File: src/rtl/core/grc_pkg.sv
// Shared types and constants for the grid ray caster.
// Used by every module of the block but grc_div; no dependencies.
package grc_pkg;

  localparam int unsigned POS_W   = 21;  // Q5.16 position
  localparam int unsigned FRAC_W  = 16;  // fraction bits of a position
  localparam int unsigned DIR_W   = 16;  // Q2.14 direction
  localparam int unsigned Q14_W   = 14;  // fraction bits of a direction
  localparam int unsigned RAY_W   = 18;  // signed ray component
  localparam int unsigned CAM_W   = 16;  // signed Q.14 camera coordinate
  localparam int unsigned CAMN_W  = 11;  // |2*column - screen columns|
  localparam int unsigned DEN_W   = 18;  // divisor width
  localparam int unsigned DIST_W  = 24;  // Q8.16 distance
  localparam int unsigned COL_W   = 10;
  localparam int unsigned CELL_W  = 5;
  localparam int unsigned CODE_W  = 8;
  localparam int unsigned PADDR_W = 5;
  localparam int unsigned PDATA_W = 32;

  localparam int unsigned MAP_DIM_DEF        = 32;
  localparam int unsigned SCREEN_COLUMNS_DEF = 640;
  localparam int unsigned MAX_STEPS_DEF      = 64;

  // input op codes
  localparam logic OP_WRITE = 1'b0;
  localparam logic OP_CAST  = 1'b1;

  // register indexes
  localparam logic [2:0] REG_POS_X   = 3'd0;
  localparam logic [2:0] REG_POS_Y   = 3'd1;
  localparam logic [2:0] REG_DIR_X   = 3'd2;
  localparam logic [2:0] REG_DIR_Y   = 3'd3;
  localparam logic [2:0] REG_PLANE_X = 3'd4;
  localparam logic [2:0] REG_PLANE_Y = 3'd5;

  localparam logic [POS_W-1:0] POS_RST     = 21'd98304;
  localparam logic [DIR_W-1:0] DIR_X_RST   = 16'hC000;
  localparam logic [DIR_W-1:0] DIR_Y_RST   = 16'h0000;
  localparam logic [DIR_W-1:0] PLANE_X_RST = 16'h0000;
  localparam logic [DIR_W-1:0] PLANE_Y_RST = 16'd10813;

  localparam logic [DIST_W-1:0] DIST_MAX = 24'hFFFFFF;

  typedef struct packed {
    logic [POS_W-1:0] pos_x;
    logic [POS_W-1:0] pos_y;
    logic [DIR_W-1:0] dir_x;
    logic [DIR_W-1:0] dir_y;
    logic [DIR_W-1:0] plane_x;
    logic [DIR_W-1:0] plane_y;
  } cfg_t;

  // controller to datapath
  typedef struct packed {
    logic clear;
    logic accept;
    logic cam_load;
    logic ray_x;
    logic ray_y;
    logic init;
    logic mul;
    logic step;
    logic latch_hit;
    logic dist_start;
    logic out_load;
  } cmd_t;

  // datapath to controller
  typedef struct packed {
    logic in_valid;
    logic cast_ok;
    logic clr_last;
    logic div_busy;
    logic div_done;
    logic start_out;
    logic leave;
    logic hit;
    logic out_free;
  } st_t;

endpackage

File: src/rtl/core/grc_ctrl.sv
// Sequencer of the ray caster: clear sweep, ray setup, walk loop, distance.
// Depends on grc_pkg; drives grc_dp through cmd_t and reads st_t.
module grc_ctrl #(
  parameter int unsigned MAX_STEPS = grc_pkg::MAX_STEPS_DEF
) (
  input  logic          clk_i,
  input  logic          rst_ni,
  input  grc_pkg::st_t  st_i,
  output grc_pkg::cmd_t cmd_o,
  output logic          in_ready_o
);

  localparam int unsigned SW = $clog2(MAX_STEPS);

  typedef enum logic [3:0] {
    ST_CLEAR, ST_IDLE, ST_CAM, ST_RX, ST_RY, ST_INIT, ST_MUL, ST_STEP,
    ST_READ, ST_CHECK, ST_DIST, ST_DWAIT, ST_DONE
  } state_e;

  state_e        state_q;
  logic [SW-1:0] n_q;

  always_ff @(posedge clk_i or negedge rst_ni) begin
    if (!rst_ni) begin
      state_q <= ST_CLEAR;
      n_q     <= '0;
    end else begin
      unique case (state_q)
        ST_CLEAR: if (st_i.clr_last) state_q <= ST_IDLE;
        ST_IDLE:  if (st_i.in_valid && st_i.cast_ok) state_q <= ST_CAM;
        ST_CAM:   state_q <= ST_RX;
        ST_RX:    state_q <= ST_RY;
        ST_RY:    state_q <= ST_INIT;
        ST_INIT: begin
          n_q     <= '0;
          state_q <= st_i.start_out ? ST_DONE : ST_MUL;
        end
        ST_MUL:   state_q <= ST_STEP;
        ST_STEP:  state_q <= ST_READ;
        // map read in flight; an exit ends the walk here
        ST_READ:  state_q <= st_i.leave ? ST_DIST : ST_CHECK;
        ST_CHECK: begin
          n_q <= n_q + 1'b1;
          if (st_i.hit || n_q == SW'(MAX_STEPS - 1)) begin
            state_q <= ST_DIST;
          end else begin
            state_q <= ST_MUL;
          end
        end
        ST_DIST:  state_q <= ST_DWAIT;
        ST_DWAIT: if (st_i.div_done) state_q <= ST_DONE;
        ST_DONE:  if (st_i.out_free) state_q <= ST_IDLE;
        default:  state_q <= ST_IDLE;
      endcase
    end
  end

  // command decode
  assign in_ready_o       = state_q == ST_IDLE;
  assign cmd_o.clear      = state_q == ST_CLEAR;
  assign cmd_o.accept     = in_ready_o && st_i.in_valid;
  assign cmd_o.cam_load   = state_q == ST_CAM;
  assign cmd_o.ray_x      = state_q == ST_RX;
  assign cmd_o.ray_y      = state_q == ST_RY;
  assign cmd_o.init       = state_q == ST_INIT;
  assign cmd_o.mul        = state_q == ST_MUL;
  assign cmd_o.step       = state_q == ST_STEP;
  assign cmd_o.latch_hit  = state_q == ST_CHECK && st_i.hit;
  assign cmd_o.dist_start = state_q == ST_DIST;
  assign cmd_o.out_load   = state_q == ST_DONE && st_i.out_free;

  a_div_idle: assert property (@(posedge clk_i) disable iff (!rst_ni)
    cmd_o.dist_start |-> !st_i.div_busy)
    else $error("distance divide started while divider busy");
  a_load_free: assert property (@(posedge clk_i) disable iff (!rst_ni)
    cmd_o.out_load |-> st_i.out_free)
    else $error("result loaded over an untaken word");
  a_step_bound: assert property (@(posedge clk_i) disable iff (!rst_ni)
    state_q == ST_CHECK |-> 32'(n_q) < MAX_STEPS)
    else $error("walk went past the step limit");
  a_hit_in_map: assert property (@(posedge clk_i) disable iff (!rst_ni)
    state_q == ST_READ && !st_i.leave |=> state_q == ST_CHECK)
    else $error("in-map read not followed by cell check");

endmodule

File: config.mk
export PLATFORM = sky130hd
export DESIGN_NAME = grc_ctrl
export DESIGN_NICKNAME = d
export VERILOG_FILES = /design/src/rtl/core/grc_pkg.sv /design/src/rtl/core/grc_ctrl.sv
export SDC_FILE = /design/constraint.sdc
export NUM_CORES = 1
export LEC_CHECK = 0
export CORE_MARGIN = 8
export CORE_UTILIZATION = 56
export CTS_BUF_LIST = sky130_fd_sc_hd__clkbuf_2 sky130_fd_sc_hd__clkbuf_4 sky130_fd_sc_hd__clkbuf_8
export CTS_CLUSTER_DIAMETER = 80
export DETAILED_ROUTE_END_ITERATION = 6
export DONT_BUFFER_PORTS = 1
export GPL_TIMING_DRIVEN = 0
export PLACE_DENSITY_LB_ADDON = 0.3
export SLEW_MARGIN = 25
export SYNTH_ARGS = -nofsm -noshare
export SYNTH_HDL_FRONTEND = slang
export SYNTH_SLANG_ARGS = --single-unit
File: constraint.sdc
create_clock -name clk_i -period 3.7 [get_ports clk_i]
set_clock_uncertainty 0.05 [all_clocks]
set_input_delay 1.11 -clock clk_i [delete_from_list [all_inputs] [get_ports clk_i]]
set_output_delay 1.11 -clock clk_i [all_outputs]
set_load 0.1 [all_outputs]
==> run_results.csv, run 1 <==
group,metric,value,unit
setup_path,required,2.54,ns
synth,yosys.area.top_type,"dfrtp_1",
setup_path,crit_path_end_kind,"output pin",
routing,first_pass_iters,4,
status,status,"finished clean",
global_routing,gr-total-overflow,0,
setup_path,slowest_stage,"and2_2",
power_and_ir_drop,p_per_area,677.8,nW/um^2
clock_network,cts_tree,"yes",
floorplan,start_util,0.5749,
global_routing,grt_pass1_vias,738,
clock_network,cts_buffers,3,
synth,syn-num-nets,118,
global_routing,grt_util_all_layers,0.1588,
synth,async_flop_share,1.000,
timing,slew_violations,0,
routing,ant_nets,0,
synth,synth-edff-count,0,
timing,slew_headroom,0.2778,
global_routing,grt_pass1_wl,3505,um
setup_path,critPathArrivalTime,2.26,ns
cells_and_area,n_fill_cell,117,
routing,drtIter0Drc,22,
clock_network,clock_path_buffers,2,
setup_path,cpPeakStageDelay,0.60,ns
routing,vias,802,
timing,max_freq,0.2922,GHz
synth,syn_area_per_cell,7.790,sq um
routing,wl_per_cell,17.42,um
synth,syn_inst,106,
clock_network,clock_sinks,10,
timing,period_share,0.9249,
clock_network,cts_hold_buf,0,
timing,finalHoldViolCount,0,
timing,min_period,3.422,ns
hold_path,hp-class,"in2async",
floorplan,die_h,54.40,um
clock_network,ctsHtreeMaxLevel,1,
global_routing,antenna_found_initial,0,
power_and_ir_drop,switching_share,0.6004,
power_and_ir_drop,power.internal,250.8,uW
clock_network,cts_setup_buffers,0,
power_and_ir_drop,peakVddDrop,657.9,uV
floorplan,pin_count,23,
power_and_ir_drop,p_sw,376.8,uW
setup_path,path_class,"reg2out",
setup_path,crit_buf_inv,1,
setup_path,crit_chain,"nand2b_1, clkbuf_1, nor2_4, and2_2",
synth,synth-main-ff-cell,"dfrtp_1",
power_and_ir_drop,p_clk_frac,0.124,
global_routing,grt_start_max_net_pins,11,
timing,worstMarginPinSlew,1.082,ns
synth,yosys.cell_count.top_type,"a21oi_1",
floorplan,row_count,14,
run,drv_cap,0,
placement,port_buffers,0,
cells_and_area,antenna_cells,0,
timing,fin_setup_tns,0,ns
power_and_ir_drop,leakagePower,0.3366,nW
cells_and_area,drive_above_1_share,0.2569,
timing,rsz0062_at_grt,"no",
synth,synth_area,825.8,sq um
floorplan,die_w,54.40,um
clock_network,worstSkewPairLatency,0.27,ns
setup_path,start_kind,"flip-flop",
synth,synth_common_cells,"a21oi_1, dfrtp_1, nor2_1, o21ai_0, nand2_1",
cells_and_area,layout.nets,123,
placement,gp_congestion,0.9425,
placement,dpl.hpwl,1627,um
clock_network,cts-root-buf,"clkbuf_4",
routing,wirelength,2178,um
clock_network,path_clk_slew,0.07,ns
floorplan,dieArea,2959,sq um
cells_and_area,area_growth,12.12,%
synth,netlist_top_cells_area,"dfrtp_1, a21oi_1, o21ai_0, nor2_1, nand2_1",
setup_path,crit_family,"simple AND/OR/NAND/NOR gates",
setup_path,cp_max_fo,9,
routing,vias_per_cell,6.416,
routing,drc,0,
synth,ys_seq_area_frac,0.3030,
power_and_ir_drop,power,627.6,uW
synth,synthDominantCellAreaShare,0.3030,
floorplan,coreArea,1436,sq um
timing,setup_violations,0,
synth,ys_ff_latch,10,
synth,ys_warn_count,0,
synth,synth_cell_types,40,
power_and_ir_drop,p_comb_frac,0.660,
power_and_ir_drop,sequentialPowerShare,0.216,
## worst register-to-register path: stages, from the launching register on
cell	delay (ns)
dfrtp_1	0.43
buf_2	0.24
buf_1	0.43
mux2i_1	0.13
a21oi_1	0.18
o22ai_2	0.09
## stage by stage
step / std cells / hold slack (ns) / instance area, sq um / setup WS (ns) / util
3_3_place_gp: 122 / 0.4938 / 863.3 / -0.01428 / 0.6010
2_1_floorplan: 106 / 0.4635 / 843.3 / 0.03822 / -
5_1_grt: 125 / 0.4603 / 925.9 / 0.1999 / 0.6446
3_5_place_dp: 122 / 0.5050 / 897.1 / -0.04446 / 0.6246
4_1_cts: 125 / 0.4764 / 925.9 / 0.2684 / 0.6446
6_report: 125 / 0.4790 / 925.9 / 0.2780 / 0.6446
## power by group through the flow
stage	Clock (mW)	Sequential [mW]	Combinational [mW]
after CTS	0.0777	0.136	0.412
after global placement	0	0.137	0.380
after detailed placement	0	0.137	0.404
after global routing	0.0843	0.138	0.434
final	0.0779	0.136	0.414
after floorplan	0	0.134	0.348
## path summary, 6_finish.rpt
| kind | startpoint | to | slack, ns | cells after the start |
|---|---|---|---|---|
| max | state_q[1] | cmd_o[9] | 0.28 | 4 |
| min | rst_ni | n_q[5] | 0.48 | 0 |
| max reg2reg | state_q[2] | state_q[2] | 2.04 | 5 |
| min reg2reg | n_q[1] | n_q[1] | 0.53 | 1 |
| max in group asynchronous | rst_ni | state_q[1] | 3.05 | 0 |
| min in group clk_i | n_q[1] | n_q[1] | 0.53 | 1 |
## registers in the layout, indices dropped and copies added, names as in the netlist
name	flops
state_q	4
n_q	6
## layout by cell type (no fill, tap or decap), types with 2 or more instances in the layout
master	n
nor3_1	3
nor2_2	6
buf_2	5
a21oi_1	12
clkbuf_4	3
buf_6	2
nor4_1	2
nor2_1	3
nor3b_1	2
nand3b_1	2
nand2b_1	4
o21a_1	3
inv_1	2
nand3_1	2
o21ai_0	10
nand2_1	8
nor3_4	2
dfrtp_1	10
or2_2	2
## cell type report
class | count | area, sq um | area share
Buffer | 9 | 55.05 | 0.05946
Clock buffer | 3 | 22.52 | 0.02432
Inverter | 2 | 7.507 | 0.008108
Multi-Input combinational cell | 85 | 570.5 | 0.6162
Sequential cell | 10 | 250.2 | 0.2703
Tap cell | 16 | 20.02 | 0.02162
## cells by family after synthesis
logic type,count (synthesis),share of synthesized area
muxes,1,0.01212
adders and majority gates,1,0.01515
AOI/OAI and AO/OA,37,0.2894
buffers and inverters,11,0.07575
and+or+nand+nor,46,0.3046
DFF,10,0.3030
## what timing repair did
item,in CTS,in global routing
endpoints found under the hold margin,0,0
endpoints found under the setup margin,1,0
gates resized for setup,2,0
## layer usage
| layer | part of all wire | wire (um) | global-route usage |
|---|---|---|---|
| met1 | 0.43 | 940 | 0.2044 |
| met2 | 0.49 | 1072 | 0.2481 |
| met3 | 0.076 | 166 | 0.05707 |
| met4 | 0 | 0 | 0.03689 |
| met5 | 0 | 0 | 0 |
Note: power is estimated with default switching activity, not from simulation.
==> run 2, diff against run 1 <==
--- a/config.mk
+++ b/config.mk
@@ -5,6 +5,7 @@
 export SDC_FILE = /design/constraint.sdc
 export NUM_CORES = 1
 export LEC_CHECK = 0
+export ABC_AREA = 1
 export CORE_MARGIN = 8
 export CORE_UTILIZATION = 56
 export CTS_BUF_LIST = sky130_fd_sc_hd__clkbuf_2 sky130_fd_sc_hd__clkbuf_4 sky130_fd_sc_hd__clkbuf_8
==> run_results.csv, run 2 <==
group,metric,value,unit
cells_and_area,layout.nets,139,
synth,syn_area_per_cell,6.441,sq um
synth,synthMuxAreaShare,0,
setup_path,cp_max_fo,6,
synth,synth_common_cells,"nand2_1, nor2_1, inv_1",
cells_and_area,final_cell_mix,"nand2_1, inv_1, nor2_1",
global_routing,grt_start_max_net_pins,11,
hold_path,hp-class,"reg2reg",
timing,worstMarginPinSlew,1.068,ns
clock_network,cts_buffers,3,
cells_and_area,antenna_cells,0,
synth,ys_seq_area_frac,0.3185,
synth,syn_inst,122,
setup_path,crit_path_end_kind,"output pin",
placement,gp_congestion,0.8399,
clock_network,worstSkewPairLatency,0.26,ns
cells_and_area,final_common_cell,"nand2_1",
timing,slew_headroom,0.2873,
synth,yosys.area.top_type,"dfrtp_1",
setup_path,path_class,"reg2out",
routing,vias_per_cell,5.436,
synth,synthDominantCellAreaShare,0.3185,
timing,max_freq,0.3158,GHz
routing,drtIter0Drc,13,
global_routing,grt_pass1_wl,2891,um
cells_and_area,regMostFlops,"n_q",
clock_network,cts_tree,"yes",
floorplan,row_count,13,
clock_network,cts_resized,0,
setup_path,critPathArrivalTime,2.01,ns
global_routing,grt_pass1_vias,701,
routing,vias,761,
placement,post_dp_cell_area,835.8,sq um
status,status,"finished clean",
synth,yosys.area_share.simple,0.4952,
floorplan,pin_count,23,
placement,port_buffers,0,
cells_and_area,largest_reg_flops,6,
synth,synth-edff-count,0,
cells_and_area,n_fill_cell,124,
clock_network,cts_setup_buffers,0,
synth,synthAdderAreaFrac,0.01592,
synth,synth_compound_area_frac,0.07962,
setup_path,start_kind,"flip-flop",
clock_network,clock_path_buffers,2,
routing,first_pass_iters,4,
clock_network,ctsHtreeMaxLevel,1,
global_routing,antenna_found_initial,0,
synth,async_flop_share,1.000,
cells_and_area,top_regs,"n_q x6, state_q x4",
floorplan,start_util,0.6038,
floorplan,die_w,53.46,um
synth,synth_top_family_by_area,"simple AND/OR/NAND/NOR gates",
floorplan,coreArea,1301,sq um
setup_path,required,2.54,ns
global_routing,gr-total-overflow,0,
timing,setup_violations,0,
run,drv_cap,0,
cells_and_area,area_growth,9.236,%
cells_and_area,drive_above_1_share,0.2560,
timing,rsz0062_at_grt,"no",
timing,min_period,3.166,ns
power_and_ir_drop,leakagePower,0.4622,nW
synth,ys_warn_count,0,
clock_network,path_clk_slew,0.06,ns
timing,holdWs,0.4567,ns
synth,synth-main-ff-cell,"dfrtp_1",
clock_network,cts_hold_buf,0,
floorplan,die_h,53.46,um
global_routing,grt_util_all_layers,0.1335,
cells_and_area,fin_area,858.3,sq um
routing,ant_nets,0,
clock_network,clock_sinks,10,
synth,syn-num-nets,134,
power_and_ir_drop,p_per_area,984.0,nW/um^2
timing,fin_setup_tns,0,ns
placement,dpl.hpwl,1394,um
routing,drc,0,
synth,synth_xor_area_frac,0,
timing,slew_violations,0,
routing,wl_per_cell,11.84,um
synth,synth_area,785.8,sq um
clock_network,cts-root-buf,"clkbuf_4",
synth,synth_cell_types,22,
floorplan,dieArea,2858,sq um
synth,ys_ff_latch,10,
routing,wirelength,1658,um
power_and_ir_drop,peakVddDrop,591.7,uV
timing,period_share,0.8557,
synth,yosys.cell_count.top_type,"nand2_1",
synth,netlist_top_cells_area,"dfrtp_1, nand2_1, nor2_1, inv_1, nand3_1",
timing,finalHoldViolCount,0,
-- run 2: cell types whose count changed after synthesis, sizes merged, moves of 4 or more --
cell    delta
a21oi     -11
buf        -8
inv       +17
nand2     +35
nand2b     -5
nand3      +7
nor2      +15
nor3       -4
o21ai      -6
-- run 2: metal layers --
layer	up-vias	routed length, um	track usage
met3	2	148	0.05602
met4	0	19	0.05042
met2	28	712	0.1914
li1	397	-	-
met5	-	0	0
met1	334	777	0.1726
-- run 2: layout make-up --
| class | instances | area, sq um | share of cell area |
|---|---|---|---|
| multi-input combinational | 93 | 495.5 | 0.5773 |
| inverter | 19 | 71.32 | 0.08309 |
| sequential | 10 | 250.2 | 0.2915 |
| tap | 15 | 18.77 | 0.02187 |
| clock buffer | 3 | 22.52 | 0.02624 |
-- run 2: final timing paths --
path | start | to | slack, ns | depth (start not counted)
min in group asynchronous | rst_ni | n_q[3] | 0.49 | 0
min | n_q[5] | n_q[5] | 0.46 | 2
max | state_q[2] | in_ready_o | 0.53 | 3
max in group asynchronous | rst_ni | state_q[1] | 3.03 | 0
max reg2reg | state_q[1] | n_q[0] | 2.02 | 6
min reg2reg | n_q[5] | n_q[5] | 0.46 | 2
-- run 2: report_power, final --
| group | total, mW | switching, mW | internal (mW) |
|---|---|---|---|
| clock network | 0.0697 | 0.0324 | 0.0373 |
| registers | 0.187 | 0.0474 | 0.140 |
| logic | 0.587 | 0.480 | 0.108 |
-- run 2: per-stage QoR --
step | instances | total power, mW | setup slack, ns | utilization
after detailed placement | 137 | 0.7793 | 0.5481 | 0.6423
final | 140 | 0.8446 | 0.5338 | 0.6596
after global placement | 137 | 0.7520 | 0.1119 | 0.6221
after floorplan | 122 | 0.6990 | 0.1391 | -
after global routing | 140 | 0.9101 | 0.3837 | 0.6596
after CTS | 140 | 0.8505 | 0.5188 | 0.6596
-- run 2: cells by family (layout without fill, tap and decap cells) --
| group | count (synthesis) | count (layout) |
|---|---|---|
| adder cells (fa/ha/maj) | 1 | 1 |
| flip-flops | 10 | 10 |
| AO/OA/AOI/OAI | 10 | 10 |
| buffers and inverters | 19 | 22 |
| AND/OR/NAND/NOR | 82 | 82 |
-- run 2: critical path: stages (launching register included) --
cell and delay (ns):
dfrtp_1 0.44, nor2_1 0.29, inv_1 0.17, nor2_2 0.84
